==> src/lzwr_pkg.sv <==
// lzwr_pkg: shared types and constants for the LZW + RLE90 decompressor.
// Used by lzwr_rle and lzw_rle90_decompressor under src/, and by the testbench.
package lzwr_pkg;

  localparam logic [8:0] CLEAR_CODE = 9'd256;
  localparam logic [7:0] ESC_BYTE   = 8'h90;

  localparam logic [1:0] ST_OK    = 2'd0;
  localparam logic [1:0] ST_LONG  = 2'd1;
  localparam logic [1:0] ST_UNDEF = 2'd2;

  // One decoded result on its way to the output register.
  typedef struct packed {
    logic [7:0] out_byte;
    logic [7:0] repeat_count;
    logic [1:0] status;
  } res_t;

endpackage

==> src/lzwr_rle.sv <==
// lzwr_rle: RLE90 expander stage; takes one decoded byte per push.
// Depends on lzwr_pkg.
module lzwr_rle (
  input  logic              clk,
  input  logic              rst_n,
  input  logic              clr,
  input  logic              push,
  input  logic [7:0]        byte_in,
  output logic              emit,
  output lzwr_pkg::res_t    res
);
  logic [7:0] prev_r, prev_nxt;
  logic       esc_r, esc_nxt;
  logic       have_r, have_nxt;

  always_comb begin
    prev_nxt = prev_r;
    esc_nxt  = esc_r;
    have_nxt = have_r;
    emit     = 1'b0;
    res      = '{out_byte: byte_in, repeat_count: 8'd1, status: lzwr_pkg::ST_OK};
    if (push) begin
      if (esc_r) begin
        esc_nxt = 1'b0;
        if (byte_in == 8'd0) begin
          emit         = 1'b1;
          res.out_byte = lzwr_pkg::ESC_BYTE;
          prev_nxt     = lzwr_pkg::ESC_BYTE;
          have_nxt     = 1'b1;
        end else if (have_r && byte_in > 8'd1) begin
          emit             = 1'b1;
          res.out_byte     = prev_r;
          res.repeat_count = byte_in - 8'd1;
        end
      end else if (byte_in == lzwr_pkg::ESC_BYTE) begin
        esc_nxt = 1'b1;
      end else begin
        emit     = 1'b1;
        prev_nxt = byte_in;
        have_nxt = 1'b1;
      end
    end
  end

  always_ff @(posedge clk) begin
    if (!rst_n || clr) begin
      prev_r <= 8'd0;
      esc_r  <= 1'b0;
      have_r <= 1'b0;
    end else begin
      prev_r <= prev_nxt;
      esc_r  <= esc_nxt;
      have_r <= have_nxt;
    end
  end
endmodule

==> config.mk <==
export PLATFORM = sky130hd
export DESIGN_NAME = lzwr_rle
export DESIGN_NICKNAME = d
export VERILOG_FILES = /design/src/lzwr_pkg.sv /design/src/lzwr_rle.sv
export SDC_FILE = /design/constraint.sdc
export NUM_CORES = 1
export LEC_CHECK = 0
export BUFFER_PORTS_ARGS = -buffer_cell sky130_fd_sc_hd__buf_2
export CORE_MARGIN = 3
export CORE_UTILIZATION = 45
export CTS_CLUSTER_SIZE = 25
export DETAILED_ROUTE_END_ITERATION = 12
export PLACE_DENSITY = 0.82
export RECOVER_POWER = 25
export SLEW_MARGIN = 30
export SYNTH_ARGS = -nofsm -noshare
export SYNTH_HDL_FRONTEND = slang
export SYNTH_SLANG_ARGS = --single-unit
==> constraint.sdc <==
create_clock -name clk -period 1.9 [get_ports clk]
set_input_delay 0.095 -clock clk [delete_from_list [all_inputs] [get_ports clk]]
set_output_delay 0.095 -clock clk [all_outputs]
set_load 0.02 [all_outputs]
==> metrics.cfg <==
[outcome]
status = finished, final reports clean

[floorplan]
dieWidth_um = 46.7
std_cell_rows = 14
dieArea_mm2 = 0.00218
start_util = 0.485
design.core.area_mm2 = 0.00154
die_h_um = 46.7
pin_count = 31

[clock_tree]
clk_pin_slew_worst_paths_ns = 0.07
cts_setup_buffers = 0
cts_buffers = 3
post_cts_resize_count = 0
clkLatencyLatePin_ns = 0.27
cts_sinks = 10
h-tree-depth = 1
clockBufferDepth = 2
root_buffer = clkbuf_4
postCtsHoldBufs = 0
cts_tree = done

[pwr]
power_frac_seq = 0.424
vdd_drop_max_uv = 321
p_sw_frac = 0.280
pwr-share-clk = 0.376
p_per_area_mw_per_mm2 = 582
p_switching_mw = 0.146
p_leak_nw = 0.391
power_frac_comb = 0.200
intPower_mw = 0.374

[sta]
period_share = 0.917
tightestPinTransition_ns = 0.506
hold_viol = 0
setup_viol = 0
hold_slack_ns = 0.0939
fin_setup_tns_ns = 0
rsz0062_at_grt = false
slew_headroom = 0.661
clock_skew_ns = 0.00337
fmax_mhz = 574
slew_viol_final = 0
min_period_ns = 1.74

[placed_design]
post-dp-hpwl_um = 1360
port_buffers = 28
place_congestion = 0.830

[worst_setup_path]
worst_path_max_delay_cell = dfxtp_1
start_kind = register
path_max_fanout = 9
r2r-start = esc_r$_SDFFE_PP0P_
slowest_delay_ns = 0.43
reg2reg_slack_ns = 0.32
critPathArrivalTime_ns = 1.65
crit_start = esc_r$_SDFFE_PP0P_
critical_path.endpoint_type = primary output
worstSetupPathType = reg2out
worstSetupEndpoint = res[14]
r2r_end = prev_r[6]$_SDFFE_PP0P_
path_cells = nand3_1 -> nand2b_1 -> o22a_1 -> buf_2
ff2ff_path_depth = 4
required_ns = 1.80

[logic_synthesis]
yosys_warnings = 0
postSynthCellCount = 87
synth_seq_cells = 10
synth.avg_cell_area_um2 = 8.59
synth_largest_area_cell = dfxtp_1
synth_edf_count = 0
synth_top_cell_area_share = 0.268
ys_seq_area_frac = 0.268
ys_types = 38
synth_ff_type = dfxtp_1
async_reset_ff_frac = 0
synth_common_cells = dfxtp_1 (10), nor2_1 (10), a22o_1 (9)
synth_area_leaders = dfxtp_1 (27%), a22o_1 (11%), nor2_1 (5.0%)
syn_area_um2 = 747

[flow_run]
maxCapViolCount = 0

[detailed_routing]
avgRoutedWirePerCell_um = 13.4
routed_wl_um = 1740
first_iter_violations = 11
first_pass_iters = 4
drc = 0
ant_nets = 0
post_drt_via_cell_ratio = 6.00
vias = 780

[grt]
grt_antenna_before_repair = 0
grt_max_degree = 10
track_usage = 0.161
grt_overflow = 0
grt_pass1_wl_um = 2490
grt_pass1_vias = 589

[layout]
fin_nets = 129
areaGrowthSynthToFinish_pct = 19.6
drive_gt1_frac = 0.351
num_antenna_cells = 0

[hold_path]
hold_class = in2reg

[logic make-up after synthesis]
group	count (synthesis)	synth area share
and+or+nand+nor	29	0.224
xor gates and xnor gates	5	0.0586
buffers and inverters	11	0.0770
AOI/OAI and AO/OA	29	0.333
DFF	10	0.268
adders and majority gates	2	0.0335
other	1	0.00502
[cell usage in the layout, fill, tap and decap left out, types with 2 or more instances in the layout]
cell type,netlist,routed
a32o_1,2,2
a21oi_1,4,4
nor2b_1,2,2
o221a_2,2,2
nand3_1,2,2
xnor2_1,4,4
o21ai_0,0,2
clkbuf_4,0,3
inv_1,4,4
nor3_1,2,2
a22o_1,9,9
buf_2,1,28
nand2_1,2,2
ha_1,2,2
nand2b_1,3,3
o22a_1,2,2
dfxtp_1,10,10
nor2_1,10,10
a31oi_1,1,2
or4_1,2,2
conb_1,1,2
[layer usage]
layer	vias to the layer above	part of all wire	track usage
li1	382	-	-
met1	363	0.46	0.205
met2	33	0.45	0.264
met3	2	0.082	0.0345
met4	0	0.0080	0.0663
met5	-	0	0
[flip-flops by register name, indices dropped and copies added (netlist names)]
| signal | cells |
|---|---|
| have_r | 1 |
| esc_r | 1 |
| prev_r | 8 |
[worst max-delay path: cells and delay by family (launching register included)]
family                 cells  cell delay (ns)
AND/OR/NAND/NOR            2             0.54
flip-flops                 1             0.43
buffers and inverters      1             0.15
AO/OA/AOI/OAI              1             0.25
[worst min path at each step]
stage	from	endpoint	slack, ns	cells past startpoint
CTS	clr	have_r$_SDFFE_PP0P_	0.1	3
global route	clr	prev_r[4]$_SDFFE_PP0P_	0.12	3
finish	clr	have_r$_SDFFE_PP0P_	0.09	3
detailed placement	clr	have_r$_SDFFE_PP0P_	0.39	3
floorplan	byte_in[3]	prev_r[3]$_SDFFE_PP0P_	0.23	1
global placement	clr	have_r$_SDFFE_PP0P_	0.38	3
[power by group through the flow]
stage	combinational, mW	sequential, mW	clock [mW]
4_1_cts	0.106	0.220	0.199
5_1_grt	0.114	0.221	0.209
3_5_place_dp	0.105	0.225	0
6_report	0.104	0.220	0.195
2_1_floorplan	0.0739	0.224	0
3_3_place_gp	0.104	0.225	0
[per-stage QoR]
| stage | area [µm²] | utilization | power, mW | setup slack [ns] | instances |
|---|---|---|---|---|---|
| finish | 893 | 0.580 | 0.520 | 0.157 | 130 |
| global route | 893 | 0.580 | 0.544 | 0.0963 | 130 |
| CTS | 912 | 0.592 | 0.525 | 0.125 | 130 |
| detailed placement | 876 | 0.568 | 0.331 | 0.282 | 126 |
| global placement | 876 | 0.568 | 0.330 | 0.300 | 126 |
| floorplan | 751 | - | 0.298 | 0.416 | 88 |
[layout make-up]
cell class                 instances  area, µm²
sequential                        10        200
inverter                           4       15.0
fill                             150        648
tap                               16       20.0
multi-input combinational         67        474
timing repair buffer              29        148
clock buffer                       4       36.3
(Power assumes the default switching activity.)
